[src/sv/rebin_pkg.sv]
// Shared types, constants and helper functions for the residual event binarizer.
`timescale 1ns / 1ps
`default_nettype none

package rebin_pkg;

    // Key table geometry.
    localparam int POSITION_KEYS          = 32;
    localparam int REMAINDER_LENGTH_LIMIT = 16;

    // Field widths.
    localparam int SAMPLE_W = 32;
    localparam int MAG_W    = 31;
    localparam int KEY_W    = 10;
    localparam int KIND_W   = 3;
    localparam int THR_W    = 6;
    localparam int IDX_W    = 5;
    localparam int CFG_IDX_W  = 2;
    localparam int CFG_DATA_W = 6;
    localparam int TDATA_W  = ((KEY_W + MAG_W + 7) / 8) * 8;
    localparam int PAD_W    = TDATA_W - KEY_W - MAG_W;

    // Threshold limits and register reset values.
    localparam logic [THR_W-1:0] THR_MIN   = THR_W'(1);
    localparam logic [THR_W-1:0] THR_MAX   = THR_W'(32);
    localparam logic [THR_W-1:0] THR_RESET = THR_W'(4);

    // Shared key for remainder bits of long remainders.
    localparam logic [KEY_W-1:0] REM_OVERFLOW_KEY =
        KEY_W'(REMAINDER_LENGTH_LIMIT * (REMAINDER_LENGTH_LIMIT + 1) / 2);

    typedef enum logic [KIND_W-1:0] {
        KIND_ZERO  = 3'd0,
        KIND_SIGN  = 3'd1,
        KIND_POS   = 3'd2,
        KIND_REM   = 3'd3,
        KIND_TOKEN = 3'd4,
        KIND_ESCQ  = 3'd5,
        KIND_RAW   = 3'd6
    } kind_t;

    typedef enum logic [CFG_IDX_W-1:0] {
        REG_PROFILE     = 2'd0,
        REG_THRESHOLD   = 2'd1,
        REG_PROGRESSIVE = 2'd2
    } reg_index_t;

    typedef enum logic [2:0] {
        ST_IDLE,
        ST_ZERO,
        ST_TOKEN,
        ST_SIGN,
        ST_POS,
        ST_REM,
        ST_ESCQ,
        ST_RAW
    } state_t;

    // Controller to datapath.
    typedef struct packed {
        logic  accept;
        logic  emit;
        kind_t kind;
        logic  last;
    } rebin_cmd_t;

    // Datapath to controller.
    typedef struct packed {
        logic profile;
        logic mag_zero;
        logic escape;
        logic unary_end;
        logic k_zero;
        logic rem_end;
        logic out_free;
    } rebin_status_t;

    // Position key, capped at the last position context.
    function automatic logic [IDX_W-1:0] cap_key(input logic [IDX_W-1:0] k);
        cap_key = (int'(k) < POSITION_KEYS - 1) ? k : IDX_W'(POSITION_KEYS - 1);
    endfunction

    // First key of the remainder row for a remainder of len bits.
    function automatic logic [KEY_W-1:0] tri_base(input logic [IDX_W-1:0] len);
        int prod;
        prod = int'(len) * (int'(len) - 1);
        tri_base = KEY_W'(prod / 2);
    endfunction

    // Escape quotient key from its context row and position.
    function automatic logic [KEY_W-1:0] esc_key(input logic [IDX_W-1:0] ctx,
                                                 input logic [IDX_W-1:0] k);
        int sum;
        sum = int'(ctx) * POSITION_KEYS + int'(cap_key(k));
        esc_key = KEY_W'(sum);
    endfunction

endpackage

`default_nettype wire

[src/sv/rebin_ctrl.sv]
// Sequencing state machine: walks the event phases of one sample.
`timescale 1ns / 1ps
`default_nettype none

module rebin_ctrl (
    input  wire logic                   aclk,
    input  wire logic                   aresetn,
    input  wire logic                   s_tvalid,
    output logic                        s_tready,
    input  wire rebin_pkg::rebin_status_t sts,
    output rebin_pkg::rebin_cmd_t       cmd
);
    import rebin_pkg::*;

    state_t state_reg;
    state_t state_next;

    // State register.
    always_ff @(posedge aclk) begin
        if (!aresetn) begin
            state_reg <= ST_IDLE;
        end else begin
            state_reg <= state_next;
        end
    end

    // Next state and commands. In each event phase an event is emitted whenever the output stage is free.
    always_comb begin
        state_next = state_reg;
        s_tready   = 1'b0;
        cmd.accept = 1'b0;
        cmd.emit   = 1'b0;
        cmd.kind   = KIND_ZERO;
        cmd.last   = 1'b0;
        unique case (state_reg)
            ST_IDLE: begin
                s_tready   = 1'b1;
                cmd.accept = s_tvalid;
                if (s_tvalid) begin
                    state_next = sts.profile ? ST_TOKEN : ST_ZERO;
                end
            end
            ST_ZERO: begin
                cmd.kind = KIND_ZERO;
                cmd.last = sts.mag_zero;
                cmd.emit = sts.out_free;
                if (sts.out_free) begin
                    state_next = sts.mag_zero ? ST_IDLE : ST_SIGN;
                end
            end
            ST_TOKEN: begin
                cmd.kind = KIND_TOKEN;
                cmd.last = sts.mag_zero;
                cmd.emit = sts.out_free;
                if (sts.out_free) begin
                    state_next = sts.mag_zero ? ST_IDLE : ST_SIGN;
                end
            end
            ST_SIGN: begin
                cmd.kind = KIND_SIGN;
                cmd.last = sts.profile && !sts.escape;
                cmd.emit = sts.out_free;
                if (sts.out_free) begin
                    if (!sts.profile) begin
                        state_next = ST_POS;
                    end else begin
                        state_next = sts.escape ? ST_ESCQ : ST_IDLE;
                    end
                end
            end
            ST_POS: begin
                cmd.kind = KIND_POS;
                cmd.last = sts.unary_end && sts.k_zero;
                cmd.emit = sts.out_free;
                if (sts.out_free && sts.unary_end) begin
                    state_next = sts.k_zero ? ST_IDLE : ST_REM;
                end
            end
            ST_REM: begin
                cmd.kind = KIND_REM;
                cmd.last = sts.rem_end;
                cmd.emit = sts.out_free;
                if (sts.out_free && sts.rem_end) begin
                    state_next = ST_IDLE;
                end
            end
            ST_ESCQ: begin
                cmd.kind = KIND_ESCQ;
                cmd.emit = sts.out_free;
                if (sts.out_free && sts.unary_end) begin
                    state_next = ST_RAW;
                end
            end
            ST_RAW: begin
                cmd.kind = KIND_RAW;
                cmd.last = 1'b1;
                cmd.emit = sts.out_free;
                if (sts.out_free) begin
                    state_next = ST_IDLE;
                end
            end
            default: begin
                state_next = ST_IDLE;
            end
        endcase
    end

endmodule

`default_nettype wire

[src/sv/rebin_dp.sv]
// Datapath: configuration registers, magnitude and unary shifters, event output stage.
`timescale 1ns / 1ps
`default_nettype none

module rebin_dp (
    input  wire logic                              aclk,
    input  wire logic                              aresetn,
    input  wire logic [rebin_pkg::SAMPLE_W-1:0]    s_tdata,
    input  wire logic                              cfg_valid,
    input  wire logic [rebin_pkg::CFG_IDX_W-1:0]   cfg_index,
    input  wire logic [rebin_pkg::CFG_DATA_W-1:0]  cfg_data,
    input  wire rebin_pkg::rebin_cmd_t             cmd,
    output rebin_pkg::rebin_status_t               sts,
    output logic                                   m_tvalid,
    input  wire logic                              m_tready,
    output logic [rebin_pkg::TDATA_W-1:0]          m_tdata,
    output logic [rebin_pkg::KIND_W-1:0]           m_tuser,
    output logic                                   m_tlast
);
    import rebin_pkg::*;

    // Configuration registers.
    logic             profile_reg;
    logic [THR_W-1:0] thr_reg;
    logic             prog_reg;

    // Per-sample working registers.
    logic [MAG_W-1:0] mag_reg;
    logic             neg_reg;
    logic             esc_reg;
    logic [MAG_W-1:0] sh_reg;
    logic [MAG_W-1:0] top_reg;
    logic [MAG_W-1:0] ptr_reg;
    logic [IDX_W-1:0] k_reg;
    logic [KEY_W-1:0] rkey_reg;
    logic             rinc_reg;

    // Output stage.
    logic             ovalid_reg;
    kind_t            okind_reg;
    logic [KEY_W-1:0] okey_reg;
    logic [MAG_W-1:0] oval_reg;
    logic             olast_reg;

    logic [THR_W-1:0]    thr_eff;
    logic [MAG_W-1:0]    thr_mag;
    logic [IDX_W-1:0]    thr_m1;
    logic [IDX_W-1:0]    ctx;
    logic [SAMPLE_W-1:0] neg_sample;
    logic [SAMPLE_W-1:0] abs_sample;
    logic [MAG_W-1:0]    in_mag;
    logic                mag_zero;
    logic                mag_ge;
    logic                unary_end;
    logic [KEY_W-1:0]    ev_key;
    logic [MAG_W-1:0]    ev_val;

    // Configuration writes; the port never stalls.
    always_ff @(posedge aclk) begin
        if (!aresetn) begin
            profile_reg <= 1'b0;
            thr_reg     <= THR_RESET;
            prog_reg    <= 1'b1;
        end else if (cfg_valid) begin
            case (cfg_index)
                REG_PROFILE:     profile_reg <= cfg_data[0];
                REG_THRESHOLD:   thr_reg     <= cfg_data;
                REG_PROGRESSIVE: prog_reg    <= cfg_data[0];
                default: ;
            endcase
        end
    end

    // Threshold clamped to its legal range.
    always_comb begin
        if (thr_reg < THR_MIN) begin
            thr_eff = THR_MIN;
        end else if (thr_reg > THR_MAX) begin
            thr_eff = THR_MAX;
        end else begin
            thr_eff = thr_reg;
        end
    end

    assign thr_mag = MAG_W'(thr_eff);
    assign thr_m1  = IDX_W'(thr_eff - THR_MIN);

    // Magnitude of the incoming sample; the most negative value saturates.
    assign neg_sample = SAMPLE_W'(0) - s_tdata;
    assign abs_sample = s_tdata[SAMPLE_W-1] ? neg_sample : s_tdata;
    assign in_mag     = abs_sample[SAMPLE_W-1] ? {MAG_W{1'b1}} : abs_sample[MAG_W-1:0];

    assign mag_zero  = (mag_reg == '0);
    assign mag_ge    = (mag_reg >= thr_mag);
    assign unary_end = (sh_reg[MAG_W-1:1] == '0);
    assign ctx       = prog_reg ? ((k_reg < thr_m1) ? k_reg : thr_m1) : '0;

    // Key and value of the event for the current phase.
    always_comb begin
        ev_key = '0;
        ev_val = '0;
        case (cmd.kind)
            KIND_ZERO:  ev_val = MAG_W'(mag_zero);
            KIND_TOKEN: ev_val = mag_zero ? '0 : (mag_ge ? thr_mag : mag_reg);
            KIND_SIGN:  ev_val = MAG_W'(neg_reg);
            KIND_POS: begin
                ev_key = KEY_W'(cap_key(k_reg));
                ev_val = MAG_W'(unary_end);
            end
            KIND_REM: begin
                ev_key = rkey_reg;
                ev_val = MAG_W'(|(mag_reg & ptr_reg));
            end
            KIND_ESCQ: begin
                ev_key = esc_key(ctx, k_reg);
                ev_val = MAG_W'(unary_end);
            end
            KIND_RAW: begin
                ev_key = KEY_W'(k_reg);
                ev_val = mag_reg & ~top_reg;
            end
            default: ;
        endcase
    end

    // Working registers: loaded on accept, advanced as each event is emitted.
    always_ff @(posedge aclk) begin
        if (cmd.accept) begin
            mag_reg <= in_mag;
            sh_reg  <= in_mag;
            neg_reg <= s_tdata[SAMPLE_W-1];
            top_reg <= MAG_W'(1);
            k_reg   <= '0;
        end else if (cmd.emit) begin
            case (cmd.kind)
                KIND_TOKEN: begin
                    // Escape value: magnitude minus threshold plus one.
                    mag_reg <= mag_reg - thr_mag + MAG_W'(1);
                    sh_reg  <= mag_reg - thr_mag + MAG_W'(1);
                    esc_reg <= mag_ge;
                end
                KIND_POS, KIND_ESCQ: begin
                    if (!unary_end) begin
                        sh_reg  <= sh_reg >> 1;
                        top_reg <= top_reg << 1;
                        k_reg   <= k_reg + IDX_W'(1);
                    end else begin
                        ptr_reg  <= top_reg >> 1;
                        rinc_reg <= (int'(k_reg) <= REMAINDER_LENGTH_LIMIT);
                        rkey_reg <= (int'(k_reg) <= REMAINDER_LENGTH_LIMIT)
                                    ? tri_base(k_reg) : REM_OVERFLOW_KEY;
                    end
                end
                KIND_REM: begin
                    ptr_reg <= ptr_reg >> 1;
                    if (rinc_reg) begin
                        rkey_reg <= rkey_reg + KEY_W'(1);
                    end
                end
                default: ;
            endcase
        end
    end

    // Output stage: holds one event until the downstream side takes it.
    always_ff @(posedge aclk) begin
        if (!aresetn) begin
            ovalid_reg <= 1'b0;
        end else if (cmd.emit) begin
            ovalid_reg <= 1'b1;
        end else if (m_tready) begin
            ovalid_reg <= 1'b0;
        end
    end

    always_ff @(posedge aclk) begin
        if (cmd.emit) begin
            okind_reg <= cmd.kind;
            okey_reg  <= ev_key;
            oval_reg  <= ev_val;
            olast_reg <= cmd.last;
        end
    end

    assign sts.profile   = profile_reg;
    assign sts.mag_zero  = mag_zero;
    assign sts.escape    = esc_reg;
    assign sts.unary_end = unary_end;
    assign sts.k_zero    = (k_reg == '0);
    assign sts.rem_end   = ptr_reg[0];
    assign sts.out_free  = !ovalid_reg || m_tready;

    assign m_tvalid = ovalid_reg;
    assign m_tdata  = {{PAD_W{1'b0}}, oval_reg, okey_reg};
    assign m_tuser  = okind_reg;
    assign m_tlast  = olast_reg;

endmodule

`default_nettype wire

[src/sv/residual_event_binarizer_unit.sv]
// Top level of the residual event binarizer: controller and datapath.
//
//  Channel  | Direction | Payload
//  ---------+-----------+----------------------------------------------------
//  s_       | in        | tdata[31:0] = sample
//  m_       | out       | tdata = context_key, event_value; tuser = event_kind;
//           |           | tlast = last_event
//  cfg_     | in        | index = register number, data = register value
//
// One sample is accepted, then its events leave one per cycle while the output
// is not stalled; the event count is set by the bit length of the magnitude and
// the profile.
// The next sample is accepted while the last event of the previous one waits.
// A stalled output holds the event stage and freezes the sequencer.
// Reset (aresetn low, synchronous) idles the sequencer, empties the output
// stage and restores mode 0, threshold 4 and progressive contexts on.
`timescale 1ns / 1ps
`default_nettype none

module residual_event_binarizer_unit (
    input  wire logic                              aclk,
    input  wire logic                              aresetn,
    // Input stream.
    input  wire logic                              s_tvalid,
    output logic                                   s_tready,
    input  wire logic [rebin_pkg::SAMPLE_W-1:0]    s_tdata,  // [31:0] sample
    // Event stream.
    output logic                                   m_tvalid,
    input  wire logic                              m_tready,
    output logic [rebin_pkg::TDATA_W-1:0]          m_tdata,  // [9:0] context_key,
                                                             // [40:10] event_value, zeros
    output logic [rebin_pkg::KIND_W-1:0]           m_tuser,  // [2:0] event_kind
    output logic                                   m_tlast,
    // Register writes.
    input  wire logic                              cfg_valid,
    output logic                                   cfg_ready,
    input  wire logic [rebin_pkg::CFG_IDX_W-1:0]   cfg_index,
    input  wire logic [rebin_pkg::CFG_DATA_W-1:0]  cfg_data
);
    import rebin_pkg::*;

    rebin_cmd_t    cmd;
    rebin_status_t sts;

    assign cfg_ready = 1'b1;

    rebin_ctrl u_ctrl (
        .aclk     (aclk),
        .aresetn  (aresetn),
        .s_tvalid (s_tvalid),
        .s_tready (s_tready),
        .sts      (sts),
        .cmd      (cmd)
    );

    rebin_dp u_dp (
        .aclk      (aclk),
        .aresetn   (aresetn),
        .s_tdata   (s_tdata),
        .cfg_valid (cfg_valid),
        .cfg_index (cfg_index),
        .cfg_data  (cfg_data),
        .cmd       (cmd),
        .sts       (sts),
        .m_tvalid  (m_tvalid),
        .m_tready  (m_tready),
        .m_tdata   (m_tdata),
        .m_tuser   (m_tuser),
        .m_tlast   (m_tlast)
    );

endmodule

`default_nettype wire

[config.mk]
export PLATFORM = sky130hd
export DESIGN_NAME = residual_event_binarizer_unit
export DESIGN_NICKNAME = d
export VERILOG_FILES = /design/src/sv/rebin_pkg.sv /design/src/sv/rebin_ctrl.sv /design/src/sv/rebin_dp.sv /design/src/sv/residual_event_binarizer_unit.sv
export SDC_FILE = /design/constraint.sdc
export NUM_CORES = 1
export LEC_CHECK = 0
export ABC_AREA = 1
export BUFFER_PORTS_ARGS = -buffer_cell sky130_fd_sc_hd__buf_2
export CORE_AREA = 2 2 156 158
export DETAILED_ROUTE_END_ITERATION = 6
export DIE_AREA = 0 0 158 160
export PLACE_DENSITY = 0.85
export SLEW_MARGIN = 20
export SYNTH_ARGS = -nofsm -noshare
export SYNTH_HDL_FRONTEND = slang
export SYNTH_SLANG_ARGS = --single-unit
[constraint.sdc]
create_clock -name aclk -period 6.1 [get_ports aclk]
set_clock_uncertainty 0.2 [all_clocks]
set_input_delay 0.61 -clock aclk [delete_from_list [all_inputs] [get_ports aclk]]
set_output_delay 0.61 -clock aclk [all_outputs]
set_load 0.02 [all_outputs]
Yosys cells after proc, flatten, opt, wreduce, memory -nomap -nowiden
Index checks and enable logic that the tools add are counted.

Register bits: 199. Memories kept: 0. Logic and storage cells: 140. Bits in writable memories: 0. ROM bits: 0. Output and inout bits: 55. Bits of input ports: 45. Latch bits: 0.

Bitwise operators: 6. Equal/unequal tests: 25. Order comparisons: 6. Mux-type cells: 43. Div/mod/pow operators: 0. Shift operators: 0. Add/subtract/negate cells: 9. Reductions and logical operators: 32. Multiply operators: 1.

Operator list (count): two-way mux 31 bit (10); case mux 31 bit (6 select lines) (1); case mux 31 bit (2 select lines) (2); AND 31 bit (2); case mux 10 bit (4 select lines) (1); two-way mux 32 bit (1); subtractor 1 x 32 -> 32 bit (first input constant) (1); adder 31 x 1 -> 31 bit (second input constant) (1); >= comparator 31 x 6 -> 1 bit (1); zero test 31 bit (1); NOT 31 bit (1); OR reduction 31 bit (1); subtractor 31 x 6 -> 31 bit (1); zero test 30 bit (1); two-way mux 10 bit (3); two-way mux 3 bit (10); case mux 4 bit (7 select lines) (1); == test 3 bit (second input constant) (7); case mux 3 bit (7 select lines) (1); case mux 10 bit (2 select lines) (1); != test 2 x 1 -> 1 bit (second input constant) (8); two-way mux 5 bit (3); == test 3 x 2 -> 1 bit (second input constant) (4); multiplier 6 x 6 -> 12 bit (1); 36 further kinds (58).

Longest topological paths before layout
Word-level depth: 9. Gate-level depth with buffers: 25. Mapped depth without buffers: 25.

Cells and area by module
Synthesis repeated with hierarchy kept, for this count alone.

Cell total of the unflattened synthesis: 1918. Area, all modules: 14511.4 um2.

By module, submodules not included: rebin_dp (area each 14113.5 um2, times used 1, seq. area each 5375.2 um2, cells an instance 1846); rebin_ctrl (area each 386.6 um2, times used 1, seq. area each 60.1 um2, cells an instance 70); residual_event_binarizer_unit (area each 11.3 um2, times used 1, seq. area each 0.0 um2, cells an instance 2).

Worst setup path before layout
Ideal clock, no wire load.

Path type: flip-flop to flip-flop. Start: register u_dp.k_reg[1]. End: register u_dp.rkey_reg[9], data pin. Library setup time: 256 ps. Required time: 5644 ps. Path buffers: 0. Stages on the path, launching flop included: 25. Arrival time: 4621 ps. Path slack: 1023 ps. Clock period less this slack: 5077 ps. Path through: dfxtp_1 inv_1 ha_1 inv_1 nor3_1 inv_1 ha_1 inv_1 nand2_1 fa_1 fa_1 fa_1 inv_1 fa_1 fa_1 nand2_1 inv_1 o21ai_0 nand2_1 nand2_1 nand2_1 a21oi_1 nand2b_1 nand3_1 nand2_1.

Longest elaborated chain between the ends: 7. Elaborated cells between the ends (all ways): 8. Classes of those cells: add/sub (2); mul (1); order compare (1); mux (3); bitwise (1).

Ends and longest elaborated chain: start: declaration (line rebin_dp.sv:34) `logic [IDX_W-1:0] k_reg;`; start signal: assignment (line rebin_dp.sv:146) `k_reg <= k_reg + IDX_W'(1);`; subtractor 5 x 1 -> 6 bit (line rebin_pkg.sv:86) `prod = int'(len) * (int'(len) - 1);`; multiplier 6 x 6 -> 12 bit (line rebin_pkg.sv:86); AND 1 bit (no source line); adder 10 x 1 -> 10 bit (no source line); two-way mux 10 bit (*) (line rebin_dp.sv:151) `? tri_base(k_reg) : REM_OVERFLOW_KEY;`; two-way mux 10 bit (*) (line rebin_dp.sv:143) `if (!unary_end) begin`; case mux 10 bit (2 select lines) (*) (line rebin_dp.sv:135) `case (cmd.kind)`; end signal: assignment (line rebin_dp.sv:150) `rkey_reg <= (int'(k_reg) <= REMAINDER_LENGTH_LIMIT)`; end signal: assignment (line rebin_dp.sv:157) `rkey_reg <= rkey_reg + KEY_W'(1);`; end: declaration (line rebin_dp.sv:35) `logic [KEY_W-1:0] rkey_reg;`.

Mark *: on every way between the ends. The rest lies on a longest branch, timed or not. The select of a mux whose other input is x is not followed. A chain may end at the register's enable or synchronous reset.

Worst setup path in the final report
Same ends and word-level chain as after synthesis.

==> results.cfg <==
[finish]
fin_util_pct = 65.6
post_route_insts_no_fill = 2295
area_grow_syn2layout_pct = 8.75
antennaDiodeCount = 0
post_route_cells_drive_above_1_share_pct = 9.89
num-nets-final = 2123

[timing]
timing.final.crit_period_ns = 5.59
maxClockFrequency_ghz = 0.179
worstMarginPinSlew_ns = 1.06
setup_violations = 0
max-slew-margin-rel_pct = 29.3
finalWorstSetupSlack_ns = 0.514
final_max_slew_viol_count = 0
timing.setup.tns_ns = 0
worst_hold_slack_ns = 0.189
finalCritPeriodShare_pct = 91.6
grt_setup_unrepaired = no
hold_viol = 0

[clock_tree]
clkTransAtPathRegs_ns = 0.08
clk_path_buf_depth = 2
postCtsSetupBuffers = 0
worst_skew_pair.late_latency_ns = 0.45
cts.sink_count = 197
cts_root_buf = sky130_fd_sc_hd__clkbuf_16
ctsHtreeMaxLevel = 4
hold_buffers = 0
tritoncts = built
postCtsResizedCells = 0
cts_inserted_buffers = 17

[logic_synthesis]
synthTopCellsByArea = sky130_fd_sc_hd__edfxtp_1, sky130_fd_sc_hd__nand2_1, sky130_fd_sc_hd__ha_1
ys_dominant_reg_cell = sky130_fd_sc_hd__edfxtp_1
post_synth_inst_count = 1889
synth_top_area_cell = sky130_fd_sc_hd__edfxtp_1
ys_seq_elements = 197
post-synth-top-count-cell = sky130_fd_sc_hd__nand2_1
synth.cells.most_frequent = sky130_fd_sc_hd__nand2_1, sky130_fd_sc_hd__inv_1, sky130_fd_sc_hd__nor2_1
synthesis.area_um2 = 14400
ys_types = 63
post-synth-top-area-fraction_pct = 31.1
synth_enable_flop_cells = 149
synth.yosys.seq_area_share_pct = 37.8
synthesis.area_per_instance_um2 = 7.61
ys_async_sr_fraction_pct = 0
synth-warning-count = 0

[placement]
dp.final_hpwl_um = 30100
place.detailed.instances = 2263
detailedPlace.worstSlack_ns = 0.588
place_congestion = 0.979
port_buffers = 91

[power_and_ir_drop]
p_seq_share_pct = 29.4
combinational_share_of_power_pct = 58.0
power.ir.vdd_worst_uv = 249
clock_share_of_power_pct = 12.6
cellPowerDensity_nw_per_um2 = 587
intPower_mw = 4.56
static-leakage-power_nw = 7.24
p_switching_mw = 4.61
power_switching_share_pct = 50.3

[global_route]
maximum_number_of_pins_on_one_net_before_global_route_repair = 54
grt_pass1_wl_um = 63600
grt.total_usage_pct = 31.9
overflow = 0
first_global_vias = 12400
grt_antenna_before_repair = 1

[worst_setup_path]
r2r_setup_slack_ns = 0.51
cpMaxStageDelayCell = sky130_fd_sc_hd__fa_1
worst_setup_path_endpoint = u_dp.rkey_reg[9]
timing.critical_path.cells = inv_1, ha_1, inv_1, nor3_1, inv_1, ha_1, inv_1, nand2_1, fa_1, fa_1, fa_1, inv_1, fa_1, fa_1, nand2_1, inv_1, o21ai_0, nand2_1, nand2_1, nand2_1, a21oi_1, nand2b_1, nand3_1, nand2_1
crit_path_start_kind = flop
r2r_end = u_dp.rkey_reg[9]
timing.critical_path.fanout_max = 8
critPathMaxStageDelay_ns = 0.55
timing.critical_path.arrival_ns = 5.59
criticalPathCategory = reg -> reg
worst_ep_required_time_ns = 6.10
rr_startpoint = u_dp.k_reg[1]
worstSetupStartpoint = u_dp.k_reg[1]
endpoint_kind = flop
cell_depth_of_the_worst_flop_to_flop_path = 24

[die]
rows = 57
die_y_um = 160
floorplan_die_area_um2 = 25300
design.portCount = 100
die_w_um = 158
coreArea_um2 = 23800
initial_core_util_pct = 60.4

[hold_path]
whs_path_depth = 3
hold_path_class = in -> reg

[route]
drt_pre_antenna_iters = 5
route.vias.total = 13200
ratio_of_routed_vias_to_standard_cells = 5.77
detail_route.wl_per_cell_um = 17.1
drt-total-wl_um = 39200
drt_iter0_markers = 1351
drc = 0
final_antenna_net_count = 0

[flow_run]
max-cap-violations = 0

[status]
status = completed
==> metrics by stage <==
stage          power, mW  cell area, um^2
2_1_floorplan       6.43            14400
3_3_place_gp        7.71            15000
3_5_place_dp        7.86            15000
4_1_cts             9.05            15600
5_1_grt             9.89            15600
6_report            9.17            15600
==> worst min-delay path by stage <==
stage	slack [ns]	start	to
6_report	0.19	cfg_data[2]	u_dp.thr_reg[2]
5_1_grt	0.22	cfg_data[2]	u_dp.thr_reg[2]
4_1_cts	0.19	cfg_data[2]	u_dp.thr_reg[2]
3_5_place_dp	0.27	u_dp.top_reg[0]	u_dp.top_reg[0]
3_3_place_gp	0.26	u_dp.top_reg[0]	u_dp.top_reg[0]
2_1_floorplan	0.24	u_dp.top_reg[0]	u_dp.top_reg[0]
==> worst max-delay path, delay by kind of cell (launching register included) <==
family / cells / cell delay (ns)
AOI/OAI and AO/OA: 2 / 0.27
adders and majority gates: 7 / 3.02
buffers and inverters: 6 / 0.53
DFF: 1 / 0.41
and+or+nand+nor: 9 / 0.90
==> logic make-up (layout without fill, tap and decap cells) <==
family | Yosys count | after routing | share of synthesized area (%)
compound gates | 298 | 298 | 12.6
flops | 197 | 197 | 37.8
buf+inv | 342 | 418 | 9.71
simple gates | 903 | 903 | 27.0
other cells | 2 | 8 | 0.0522
fa+ha+maj | 120 | 120 | 11.2
xor+xnor | 27 | 27 | 1.64
==> placed cells by master (no fill, tap or decap), types with 6 or more instances in the layout <==
master / Yosys / layout
sky130_fd_sc_hd__o21ai_0: 104 / 103
sky130_fd_sc_hd__nor2_2: 6 / 7
sky130_fd_sc_hd__edfxtp_1: 149 / 149
sky130_fd_sc_hd__o22ai_1: 15 / 15
sky130_fd_sc_hd__o21ai_2: 12 / 13
sky130_fd_sc_hd__o21bai_1: 9 / 9
sky130_fd_sc_hd__nor3_1: 22 / 22
sky130_fd_sc_hd__buf_2: 18 / 91
sky130_fd_sc_hd__xor2_1: 22 / 22
sky130_fd_sc_hd__conb_1: 2 / 8
sky130_fd_sc_hd__nand2_1: 473 / 473
sky130_fd_sc_hd__nand2_2: 6 / 6
sky130_fd_sc_hd__nand3_1: 165 / 165
sky130_fd_sc_hd__o32ai_1: 26 / 26
sky130_fd_sc_hd__ha_1: 105 / 105
sky130_fd_sc_hd__buf_4: 16 / 9
sky130_fd_sc_hd__inv_1: 274 / 274
sky130_fd_sc_hd__nor2_1: 175 / 174
sky130_fd_sc_hd__clkbuf_16: 0 / 18
sky130_fd_sc_hd__a21oi_1: 89 / 89
sky130_fd_sc_hd__nand4_1: 30 / 30
sky130_fd_sc_hd__dfxtp_1: 48 / 48
sky130_fd_sc_hd__inv_2: 10 / 10
sky130_fd_sc_hd__fa_1: 15 / 15
sky130_fd_sc_hd__o211ai_1: 12 / 12
==> power by group through the flow <==
stage               sequential (mW)  combinational (mW)  clock (mW)
global placement               2.69                5.03           0
CTS                            2.69                5.21        1.16
finish                         2.70                5.32        1.15
global route                   2.77                5.92        1.20
floorplan                      2.84                3.59           0
detailed placement             2.71                5.15           0
==> cell type report <==
class,instances,area (um^2)
clock buffers,18,450
clock inverters,14,154
fillers,2109,8180
inverters,286,1080
multi-input cells,1356,7590
flip-flops and latches,197,5440
well taps,324,405
repair buffers,100,523
==> layer usage <==
layer  vias up  global-route usage [%]  share of wire [%]
li1       6396                       -                  -
met1      6051                    46.2                 43
met2       723                    48.9                 45
met3        77                    5.56                9.5
met4         0                    9.95                2.6
met5         -                       0                  0
(Power assumes the default switching activity.)
